File: src/rtl/core/hgip_pkg.sv
package hgip_pkg;

  localparam int STACK_DEPTH = 8;
  localparam int MAX_REPORTS = 16;

  localparam int WORD_W = 32;
  localparam int SLOT_W = 4;
  localparam int LVL_W  = $clog2(STACK_DEPTH + 1);
  localparam int SP_W   = (STACK_DEPTH > 1) ? $clog2(STACK_DEPTH) : 1;
  localparam int CNT_W  = $clog2(MAX_REPORTS + 1);
  localparam int IDX_W  = (MAX_REPORTS > 1) ? $clog2(MAX_REPORTS) : 1;

  localparam int IN_W  = 72;
  localparam int OUT_W = 328;

  typedef enum logic [2:0] {
    ST_OK         = 3'd0,
    ST_PAGE_ZERO  = 3'd1,
    ST_SIZE_ZERO  = 3'd2,
    ST_ID_ZERO    = 3'd3,
    ST_OVERFLOW   = 3'd4,
    ST_UNDERFLOW  = 3'd5,
    ST_TABLE_FULL = 3'd6
  } status_t;

  typedef enum logic [3:0] {
    TAG_PAGE     = 4'd0,
    TAG_LOG_MIN  = 4'd1,
    TAG_LOG_MAX  = 4'd2,
    TAG_PHY_MIN  = 4'd3,
    TAG_PHY_MAX  = 4'd4,
    TAG_EXPONENT = 4'd5,
    TAG_UNIT     = 4'd6,
    TAG_SIZE     = 4'd7,
    TAG_REPORT   = 4'd8,
    TAG_COUNT    = 4'd9,
    TAG_PUSH     = 4'd10,
    TAG_POP      = 4'd11
  } tag_t;

  typedef struct packed {
    logic [WORD_W-1:0] usage_page;
    logic [WORD_W-1:0] logical_min;
    logic [WORD_W-1:0] logical_max;
    logic [WORD_W-1:0] physical_min;
    logic [WORD_W-1:0] physical_max;
    logic [WORD_W-1:0] unit_exponent;
    logic [WORD_W-1:0] unit_code;
    logic [WORD_W-1:0] field_size;
    logic [WORD_W-1:0] field_count;
    logic [WORD_W-1:0] report_id;
    logic [SLOT_W-1:0] report_slot;
  } glob_t;

  typedef struct packed {
    logic load_in;
    logic exec;
    logic search;
    logic out_load;
  } cmd_t;

  typedef struct packed {
    logic need_search;
    logic hit;
    logic miss;
  } sts_t;

endpackage

File: src/rtl/core/hid_global_item_processor_core.sv
// hid global item processor
// s_axis takes one decoded global item: a tag and its data, zero-extended
// and sign-extended. m_axis returns one result per item: a status and the
// full set of current globals after the item took effect.
// an item goes through accept, execute and an output load.
// a report id item with a nonzero id first walks the id table one entry
// per cycle through the table's single read port, up to the first match
// or through every stored id, of at most 16 in a full table.
// one item is in work at a time; s_axis_tready is high only while idle.
// a finished result sits in the output register; the next item is taken
// meanwhile and its result waits until m_axis_tready frees that register.
// reset clears the globals, the stack level and the table fill count;
// stack and table contents are not cleared and are never read unwritten.
module hid_global_item_processor_core (
  input  logic                       clk,
  input  logic                       rst,
  input  logic                       s_axis_tvalid,
  output logic                       s_axis_tready,
  // func [3:0], unsigned_value [35:4], signed_value [67:36], zero [71:68]
  input  logic [hgip_pkg::IN_W-1:0]  s_axis_tdata,
  output logic                       m_axis_tvalid,
  input  logic                       m_axis_tready,
  // status [2:0], usage_page_out [34:3], logical_min_out [66:35],
  // logical_max_out [98:67], physical_min_out [130:99],
  // physical_max_out [162:131], exponent_out [194:163], unit_out [226:195],
  // field_size_out [258:227], field_count_out [290:259],
  // report_id_out [322:291], report_slot_out [326:323], zero [327]
  output logic [hgip_pkg::OUT_W-1:0] m_axis_tdata
);

  hgip_pkg::cmd_t cmd;
  hgip_pkg::sts_t sts;

  hgip_ctrl u_ctrl (
    .clk       (clk),
    .rst       (rst),
    .in_valid  (s_axis_tvalid),
    .in_ready  (s_axis_tready),
    .out_valid (m_axis_tvalid),
    .out_ready (m_axis_tready),
    .sts       (sts),
    .cmd       (cmd)
  );

  hgip_datapath u_datapath (
    .clk      (clk),
    .rst      (rst),
    .cmd      (cmd),
    .sts      (sts),
    .in_data  (s_axis_tdata),
    .out_data (m_axis_tdata)
  );

endmodule

File: src/rtl/core/hgip_ctrl.sv
module hgip_ctrl (
  input  logic           clk,
  input  logic           rst,
  input  logic           in_valid,
  output logic           in_ready,
  output logic           out_valid,
  input  logic           out_ready,
  input  hgip_pkg::sts_t sts,
  output hgip_pkg::cmd_t cmd
);

  typedef enum logic [3:0] {
    S_IDLE   = 4'b0001,
    S_EXEC   = 4'b0010,
    S_SEARCH = 4'b0100,
    S_DONE   = 4'b1000
  } state_t;

  state_t state, state_next;
  logic   out_valid_next;

  assign in_ready = (state == S_IDLE);

  always_comb begin
    state_next   = state;
    cmd.load_in  = 1'b0;
    cmd.exec     = 1'b0;
    cmd.search   = 1'b0;
    cmd.out_load = 1'b0;
    unique case (state)
      S_IDLE: begin
        if (in_valid) begin
          cmd.load_in = 1'b1;
          state_next  = S_EXEC;
        end
      end
      S_EXEC: begin
        cmd.exec   = 1'b1;
        state_next = sts.need_search ? S_SEARCH : S_DONE;
      end
      S_SEARCH: begin
        cmd.search = 1'b1;
        if (sts.hit || sts.miss) begin
          state_next = S_DONE;
        end
      end
      S_DONE: begin
        // wait for the output register to free up
        if (!out_valid || out_ready) begin
          cmd.out_load = 1'b1;
          state_next   = S_IDLE;
        end
      end
      default: state_next = S_IDLE;
    endcase
  end

  always_comb begin
    out_valid_next = out_valid;
    if (cmd.out_load) begin
      out_valid_next = 1'b1;
    end else if (out_ready) begin
      out_valid_next = 1'b0;
    end
  end

  always_ff @(posedge clk) begin
    if (rst) begin
      state     <= S_IDLE;
      out_valid <= 1'b0;
    end else begin
      state     <= state_next;
      out_valid <= out_valid_next;
    end
  end

endmodule

File: src/rtl/core/hgip_datapath.sv
module hgip_datapath (
  input  logic                          clk,
  input  logic                          rst,
  input  hgip_pkg::cmd_t                cmd,
  output hgip_pkg::sts_t                sts,
  input  logic [hgip_pkg::IN_W-1:0]     in_data,
  output logic [hgip_pkg::OUT_W-1:0]    out_data
);

  hgip_pkg::tag_t              tag;
  logic [hgip_pkg::WORD_W-1:0] uval;
  logic [hgip_pkg::WORD_W-1:0] sval;

  hgip_pkg::glob_t             cur;
  hgip_pkg::status_t           st;
  logic [hgip_pkg::LVL_W-1:0]  level;
  logic [hgip_pkg::LVL_W-1:0]  level_m1;
  logic [hgip_pkg::CNT_W-1:0]  used;

  hgip_pkg::glob_t             stack_mem [hgip_pkg::STACK_DEPTH];
  hgip_pkg::glob_t             stack_rd;
  logic [hgip_pkg::WORD_W-1:0] id_table [hgip_pkg::MAX_REPORTS];
  logic [hgip_pkg::WORD_W-1:0] table_rd;

  logic [hgip_pkg::CNT_W-1:0]  idx;
  logic [hgip_pkg::CNT_W-1:0]  rd_idx;
  logic                        rd_vld;

  logic uval_zero;
  logic level_full;
  logic level_empty;
  logic table_full;
  logic do_push;
  logic do_append;
  logic issue;
  logic match;

  assign uval_zero   = (uval == '0);
  assign level_full  = (level == hgip_pkg::LVL_W'(hgip_pkg::STACK_DEPTH));
  assign level_empty = (level == '0);
  assign level_m1    = level - hgip_pkg::LVL_W'(1);
  assign table_full  = (used == hgip_pkg::CNT_W'(hgip_pkg::MAX_REPORTS));

  assign match     = rd_vld && (table_rd == uval);
  assign issue     = cmd.search && (idx != used);
  assign do_push   = cmd.exec && (tag == hgip_pkg::TAG_PUSH) && !level_full;
  assign do_append = cmd.search && sts.miss && !table_full;

  assign sts.need_search = (tag == hgip_pkg::TAG_REPORT) && !uval_zero;
  assign sts.hit         = match;
  assign sts.miss        = !match && (idx == used);

  always_ff @(posedge clk) begin
    if (cmd.load_in) begin
      tag  <= hgip_pkg::tag_t'(in_data[3:0]);
      uval <= in_data[35:4];
      sval <= in_data[67:36];
    end
  end

  // stack of saved globals, top entry read back every cycle
  always_ff @(posedge clk) begin
    if (do_push) begin
      stack_mem[level[hgip_pkg::SP_W-1:0]] <= cur;
    end
    stack_rd <= stack_mem[level_m1[hgip_pkg::SP_W-1:0]];
  end

  // report id table, one entry read per cycle during the search
  always_ff @(posedge clk) begin
    if (do_append) begin
      id_table[used[hgip_pkg::IDX_W-1:0]] <= uval;
    end
    table_rd <= id_table[idx[hgip_pkg::IDX_W-1:0]];
  end

  always_ff @(posedge clk) begin
    if (cmd.exec) begin
      idx    <= '0;
      rd_vld <= 1'b0;
    end else begin
      rd_vld <= issue;
      rd_idx <= idx;
      if (issue) begin
        idx <= idx + hgip_pkg::CNT_W'(1);
      end
    end
  end

  always_ff @(posedge clk) begin
    if (rst) begin
      cur   <= '0;
      level <= '0;
      used  <= '0;
      st    <= hgip_pkg::ST_OK;
    end else if (cmd.exec) begin
      st <= hgip_pkg::ST_OK;
      unique case (tag)
        hgip_pkg::TAG_PAGE: begin
          if (uval_zero) begin
            st <= hgip_pkg::ST_PAGE_ZERO;
          end else begin
            cur.usage_page <= uval;
          end
        end
        hgip_pkg::TAG_LOG_MIN:  cur.logical_min   <= sval;
        hgip_pkg::TAG_LOG_MAX:  cur.logical_max   <= sval;
        hgip_pkg::TAG_PHY_MIN:  cur.physical_min  <= sval;
        hgip_pkg::TAG_PHY_MAX:  cur.physical_max  <= sval;
        hgip_pkg::TAG_EXPONENT: cur.unit_exponent <= sval;
        hgip_pkg::TAG_UNIT:     cur.unit_code     <= uval;
        hgip_pkg::TAG_SIZE: begin
          cur.field_size <= uval;
          if (uval_zero) begin
            st <= hgip_pkg::ST_SIZE_ZERO;
          end
        end
        hgip_pkg::TAG_REPORT: begin
          if (uval_zero) begin
            st <= hgip_pkg::ST_ID_ZERO;
          end
        end
        hgip_pkg::TAG_COUNT: cur.field_count <= uval;
        hgip_pkg::TAG_PUSH: begin
          if (level_full) begin
            st <= hgip_pkg::ST_OVERFLOW;
          end else begin
            level <= level + hgip_pkg::LVL_W'(1);
          end
        end
        hgip_pkg::TAG_POP: begin
          if (level_empty) begin
            st <= hgip_pkg::ST_UNDERFLOW;
          end else begin
            level <= level_m1;
            cur   <= stack_rd;
          end
        end
        default: begin
        end
      endcase
    end else if (cmd.search) begin
      if (sts.hit) begin
        cur.report_id   <= uval;
        cur.report_slot <= hgip_pkg::SLOT_W'(rd_idx);
      end else if (sts.miss) begin
        if (table_full) begin
          st <= hgip_pkg::ST_TABLE_FULL;
        end else begin
          cur.report_id   <= uval;
          cur.report_slot <= hgip_pkg::SLOT_W'(used);
          used            <= used + hgip_pkg::CNT_W'(1);
        end
      end
    end
  end

  always_ff @(posedge clk) begin
    if (cmd.out_load) begin
      out_data <= {1'b0, cur.report_slot, cur.report_id, cur.field_count,
                   cur.field_size, cur.unit_code, cur.unit_exponent,
                   cur.physical_max, cur.physical_min, cur.logical_max,
                   cur.logical_min, cur.usage_page, st};
    end
  end

endmodule
File: config.mk
export PLATFORM = sky130hd
export DESIGN_NAME = hid_global_item_processor_core
export DESIGN_NICKNAME = d
export VERILOG_FILES = /design/src/rtl/core/hgip_pkg.sv /design/src/rtl/core/hid_global_item_processor_core.sv /design/src/rtl/core/hgip_ctrl.sv /design/src/rtl/core/hgip_datapath.sv
export SDC_FILE = /design/constraint.sdc
export NUM_CORES = 2
export LEC_CHECK = 0
export ABC_AREA = 1
export BUFFER_PORTS_ARGS = -buffer_cell sky130_fd_sc_hd__buf_2
export CAP_MARGIN = 20
export CORE_UTILIZATION = 56
export CTS_CLUSTER_SIZE = 40
export DETAILED_ROUTE_END_ITERATION = 6
export PLACE_DENSITY = 0.73
export SETUP_SLACK_MARGIN = 0.1
export SKIP_CTS_REPAIR_TIMING = 1
export SLEW_MARGIN = 10
export SYNTH_ARGS = -nofsm -noshare
export SYNTH_HDL_FRONTEND = slang
export SYNTH_SLANG_ARGS = --single-unit
File: constraint.sdc
create_clock -name clk -period 57.6 [get_ports clk]
set_input_delay 8.64 -clock clk [delete_from_list [all_inputs] [get_ports clk]]
set_output_delay 8.64 -clock clk [all_outputs]
set_load 0.01 [all_outputs]
# Yosys cells after proc, flatten, opt, wreduce, memory -nomap -nowiden

Memory sizes are Yosys's and may differ from the RTL's. A register that Yosys moved wholly into a read port is not among the register bits.
Index checks and enable logic that the tools add are counted.

Bitwise logic cells: 3
Reduce and logical (&&, ||, !) cells: 47
Add/sub/neg operators: 4
Shift operators: 0
Muxes and demuxes: 48
Equal/unequal tests: 30
Magnitude comparators: 0
Div/mod/pow operators: 0
$mul: 0

Operators with widths:

| cell                | number |
|---|---|
| $pmux 32 s2         | 9 |
| $mux 324            | 1 |
| $mux 36             | 6 |
| $eq 32x32->1        | 1 |
| $logic_not 32->1    | 1 |
| $mux 32             | 1 |
| $reduce_bool 2->1   | 14 |
| $reduce_and 3->1    | 9 |
| $eq 4x4->1 const B  | 6 |
| $mux 4              | 6 |
| $mux 3              | 7 |
| $eq 4x3->1 const B  | 5 |
| $pmux 4 s4          | 1 |
| $pmux 3 s5          | 1 |
| $mux 1              | 13 |
| $eq 4x2->1 const B  | 3 |
| $ne 2x2->1 const B  | 6 |
| $reduce_and 4->1    | 3 |
| $add 5x1->5 const B | 2 |
| $reduce_and 5->1    | 2 |
| $eq 4x1->1 const B  | 2 |
| $logic_and 1x1->1   | 8 |
| $logic_not 4->1     | 2 |
| $pmux 4 s2          | 1 |
| other kinds (12)    | 22 |

Bits in latches: 0
Memories: 2
Bits in registers: 746
Bits in writable memories: 3104
Bits in read-only memories: 0
Word-level logic and storage cells: 157
Output and inout port bits: 330

Memory list:

| memory               | depth | width | read ports | clocked after memory_dff | wr ports | RTL line            | RTL |
|---|---|---|---|---|---|---|---|
| u_datapath.stack_mem | 8     | 324   | 1          | 1                        | 1        | hgip_datapath.sv:20 | `hgip_pkg::glob_t stack_mem [hgip_pkg::STACK_DEPTH];` |
| u_datapath.id_table  | 16    | 32    | 1          | 1                        | 1        | hgip_datapath.sv:22 | `logic [hgip_pkg::WORD_W-1:0] id_table [hgip_pkg::MAX_REPORTS];` |

# Depth between registers and ports, before layout

Depth in word-level cells: 8
Gate-level depth with buffers: 17
Depth with buffers taken out: 14

# By module

Synthesis repeated with hierarchy kept, for this count alone.

Cell total of the unflattened synthesis: 12072
Area, all modules: 154450.6 µm²

By module, submodules not included:

| module        | cells each | instances | area each (µm²) | sequential area each (µm²) |
|---|---|---|---|---|
| hgip_datapath | 12023      | 1         | 154134.1        | 119164.3 |
| hgip_ctrl     | 49         | 1         | 316.6           | 100.1 |

# Worst setup path before layout

OpenSTA, ideal clock, no wires.

Path kind: in2reg
Start point: input m_axis_tready
End point: register u_datapath.out_data[0] (netlist bit), enable pin
Data required time: 55.786 ns
Data arrival time: 39.075 ns
Slack: 16.711 ns
Stages on the path: 2
Setup time: 1.814 ns
Cell sequence: nor2_1 nor4_1

RTL lines:

| element              | RTL line                             | RTL |
|---|---|---|
| from (decl)          | hid_global_item_processor_core.sv:22 | `input logic m_axis_tready,` |
| to (signal assigned) | hgip_datapath.sv:160                 | `out_data <= {1'b0, cur.report_slot, cur.report_id, cur.field_count,` |
| to (decl)            | hgip_datapath.sv:7                   | `output logic [hgip_pkg::OUT_W-1:0] out_data` |

==> results.txt <==
max_cap viols: 0
clock slew at reported path FFs: 60 ps
CTS Buffer Depth: 4
register area share after synthesis: 77.14%
R2R cell count: 13
Crit Path Max Fanout: 65
core area: 274,100 um2
clock sink count: 4,206
Total Nets Final: 12.45k
Yosys warning count: 0
total track usage: 30.23%
Clock Latency Late Sink: 960 ps
Yosys top cell area share: 68.04%
cell count after synthesis: 12.15k
hold_sp: u_datapath.st[1]
most common cell type on the critical path: buf_4
Tcrit/Tclk final: 21.00%
max-slew violations: 0
layout cells sized above 1: 10.10%
CTS tree: yes
status: finished, final reports clean
CP Class: in2reg
async set-reset flop share out of synthesis: 0%
pwr/cell area: 37.59 nW/um2
synth cell count leaders: 3,503 x edfxtp_1, 2,762 x nor2_1, 1,655 x o21ai_0
DRT antenna net count: 0
final WL: 429.6 mm
Chip Height: 527.4 um
final setup skew: 69.12 ps
post-route cell area: 173,800 um2
First-pass DRT Iterations: 6
Initial Util: 56.41%
worst r2r dst: u_datapath.cur[230]
hold path depth: 0
Syn Area/Cell: 12.73 um2
number of synthesized flops with an enable pin: 3,503
Net Sw Frac: 23.41%
Worst setup EP type: register
largest net degree at the start of global routing: 260
Top FF cell, synth: edfxtp_1
cell accounting for the most synthesized area: edfxtp_1
Psw: 0.001530 W
Syn Nets: 12.23k
die width: 527.4 um
Ports: 406
grt total ovfl: 0
Max Clock Freq: 82.67 MHz
via count: 101.3k
CTS root buffer: clkbuf_16
GP Congestion: 0.8650
DRC Markers: 0
CP max stage delay: 1000 ps
Slowest cell on crit path: buf_4
Initial DRC Count: 13.74k
crit path launch type: input pin
Cells after DPL: 15.64k
WHS Endpoint: u_datapath.out_data[1]
CP arrival: 12,640 ps
worst flop-to-flop path startpoint: u_datapath.level[0]
most frequent cell after synthesis: edfxtp_1
Reg power frac: 51.2%
Fin. Hold Viols: 0
crit path cell chain: buf_2 -> nor2_1 -> nor4_2 -> buf_4 -> buf_4 -> buf_4 -> buf_4
synthesized area: 154,600 um2
filler instances: 19.31k
Rel. slew slack: 18.60%
vias per cell: 6.168
Cell Rows: 192
fin crit period: 12,100 ps
Pint: 0.005003 W
Port Buffers: 400
Hold Crit Class: reg2reg
top cells by area, synth: edfxtp_1 68%, dfxtp_1 9.1%, nor2_1 6.7%, o21ai_0 5.4%, nand2_1 2.6%
Non-Filler Instances: 16.42k
Distinct cells, synth: 38
TritonCTS Buffers: 407
H-tree depth: 5
Worst IR Drop VDD: 32.26 uV
post-DR wirelength/cell: 26.16 um
unrepaired setup endpoints after global routing: false
clock share of power: 41.6%
Syn-to-layout area delta: 12.42%
R2R setup slack: 51,620 ps
required time worst endpoint: 58,150 ps
Final setup viols: 0
DP Area: 159,800 um2
number of global-route vias before repair: 97.81k
number of synthesized register bits: 4,206
first-pass GRT wire length: 622.4 mm
Leak Pwr: 58.74 nW
Setup TNS: 0 ps
die area: 278,200 um2
DP HPWL: 221.3 mm
initial antenna violation count: 45
Comb power frac: 7.2%
Worst-Margin Slew: 1221 ps
routing by layer:
layer	GRT usage (%)	vias to the layer above	part of all wire [%]
met3	6.528	1029	12
met1	40.53	49840	38
li1	-	44040	-
met2	46.85	6315	46
met4	15.41	34	5.3
met5	0	-	0.055
cells by family (layout without fill, tap and decap cells):
group / count (synthesis) / count (layout) / share of synthesized area, %
compound gates: 2828 / 2828 / 9.892
flops: 4206 / 4206 / 77.14
simple gates: 4151 / 4151 / 10.38
buf+inv: 943 / 1515 / 2.466
other cells: 1 / 14 / 0.002425
fa+ha+maj: 7 / 7 / 0.05665
xor+xnor: 11 / 11 / 0.06231
registers in the layout, indices dropped and copies added (netlist names), 5 cells and up:
| signal | flops |
|---|---|
| u_datapath.stack_mem | 2592 |
| u_datapath.id_table | 512 |
| u_datapath.out_data | 327 |
| u_datapath.cur | 324 |
| u_datapath.stack_rd | 324 |
| u_datapath.sval | 32 |
| u_datapath.table_rd | 32 |
| u_datapath.uval | 32 |
| u_datapath.idx | 5 |
| u_datapath.used | 5 |
power by group through the flow:
stage	Combinational, W	Sequential [W]	Clock (W)
4_1_cts	0.000458	0.00334	0.00273
5_1_grt	0.000506	0.00334	0.00285
2_1_floorplan	0.000275	0.00340	0
3_3_place_gp	0.000441	0.00340	0
6_report	0.000471	0.00334	0.00272
3_5_place_dp	0.000455	0.00340	0
cell type report:
cell class              instances  area (um2)  area share [%]
clock buffers                 566       11560           6.650
flip-flops and latches       4206      119300           68.62
multi-input cells            6998       31730           18.26
inverters                     170       661.9          0.3808
diodes                         13       32.53         0.01872
repair buffers                582        3686           2.121
clock inverters               197        2256           1.298
well taps                    3686        4612           2.653
layout by cell type (no fill, tap or decap), types with 6 or more instances in the layout:
cell	count
clkinv_2	86
clkbuf_8	67
nor2_2	16
clkinv_16	6
o221ai_1	51
bufinv_16	38
clkinv_8	7
clkbuf_16	412
inv_1	158
clkbuf_1	87
dfxtp_1	699
diode_2	13
a21oi_1	369
nand2_1	1068
nor3_1	6
inv_6	6
buf_12	17
a31oi_1	324
o211ai_1	13
edfxtp_1	3503
nor2_1	2741
ha_1	6
clkinv_1	38
o21ai_1	7
clkinvlp_4	14
buf_4	158
xnor2_1	6
o21ai_0	1655
nand4_1	11
o22ai_1	401
nand3_1	281
nor2_4	8
buf_2	399
nand2_2	6
through the flow:
step / utilization, % / setup WS (ps) / total power, W / hold slack, ps
6_report: 63.41 / 45500 / 0.006533 / 458.6
5_1_grt: 63.40 / 45480 / 0.006700 / 468.5
4_1_cts: 63.36 / 45640 / 0.006531 / 454.3
3_5_place_dp: 58.32 / 44650 / 0.003859 / 428.8
3_3_place_gp: 58.31 / 44730 / 0.003845 / 424.6
2_1_floorplan: - / 16710 / 0.003676 / 402.9
critical path: cells and delay by family:
family	cells	cell delay [ps]
AND/OR/NAND/NOR	2	450
buffers and inverters	5	3390
how the worst max path moves through the flow:
stage | start | to | slack, ps | cells after the start
6_report | m_axis_tready | u_datapath.out_data[220] | 45500 | 7
5_1_grt | m_axis_tready | u_datapath.out_data[137] | 45480 | 7
4_1_cts | m_axis_tready | u_datapath.out_data[220] | 45640 | 7
3_5_place_dp | m_axis_tready | u_datapath.out_data[137] | 44650 | 7
3_3_place_gp | m_axis_tready | u_datapath.out_data[137] | 44730 | 7
2_1_floorplan | m_axis_tready | u_datapath.out_data[0] | 16710 | 2
Power figures use the tool's default switching activity.
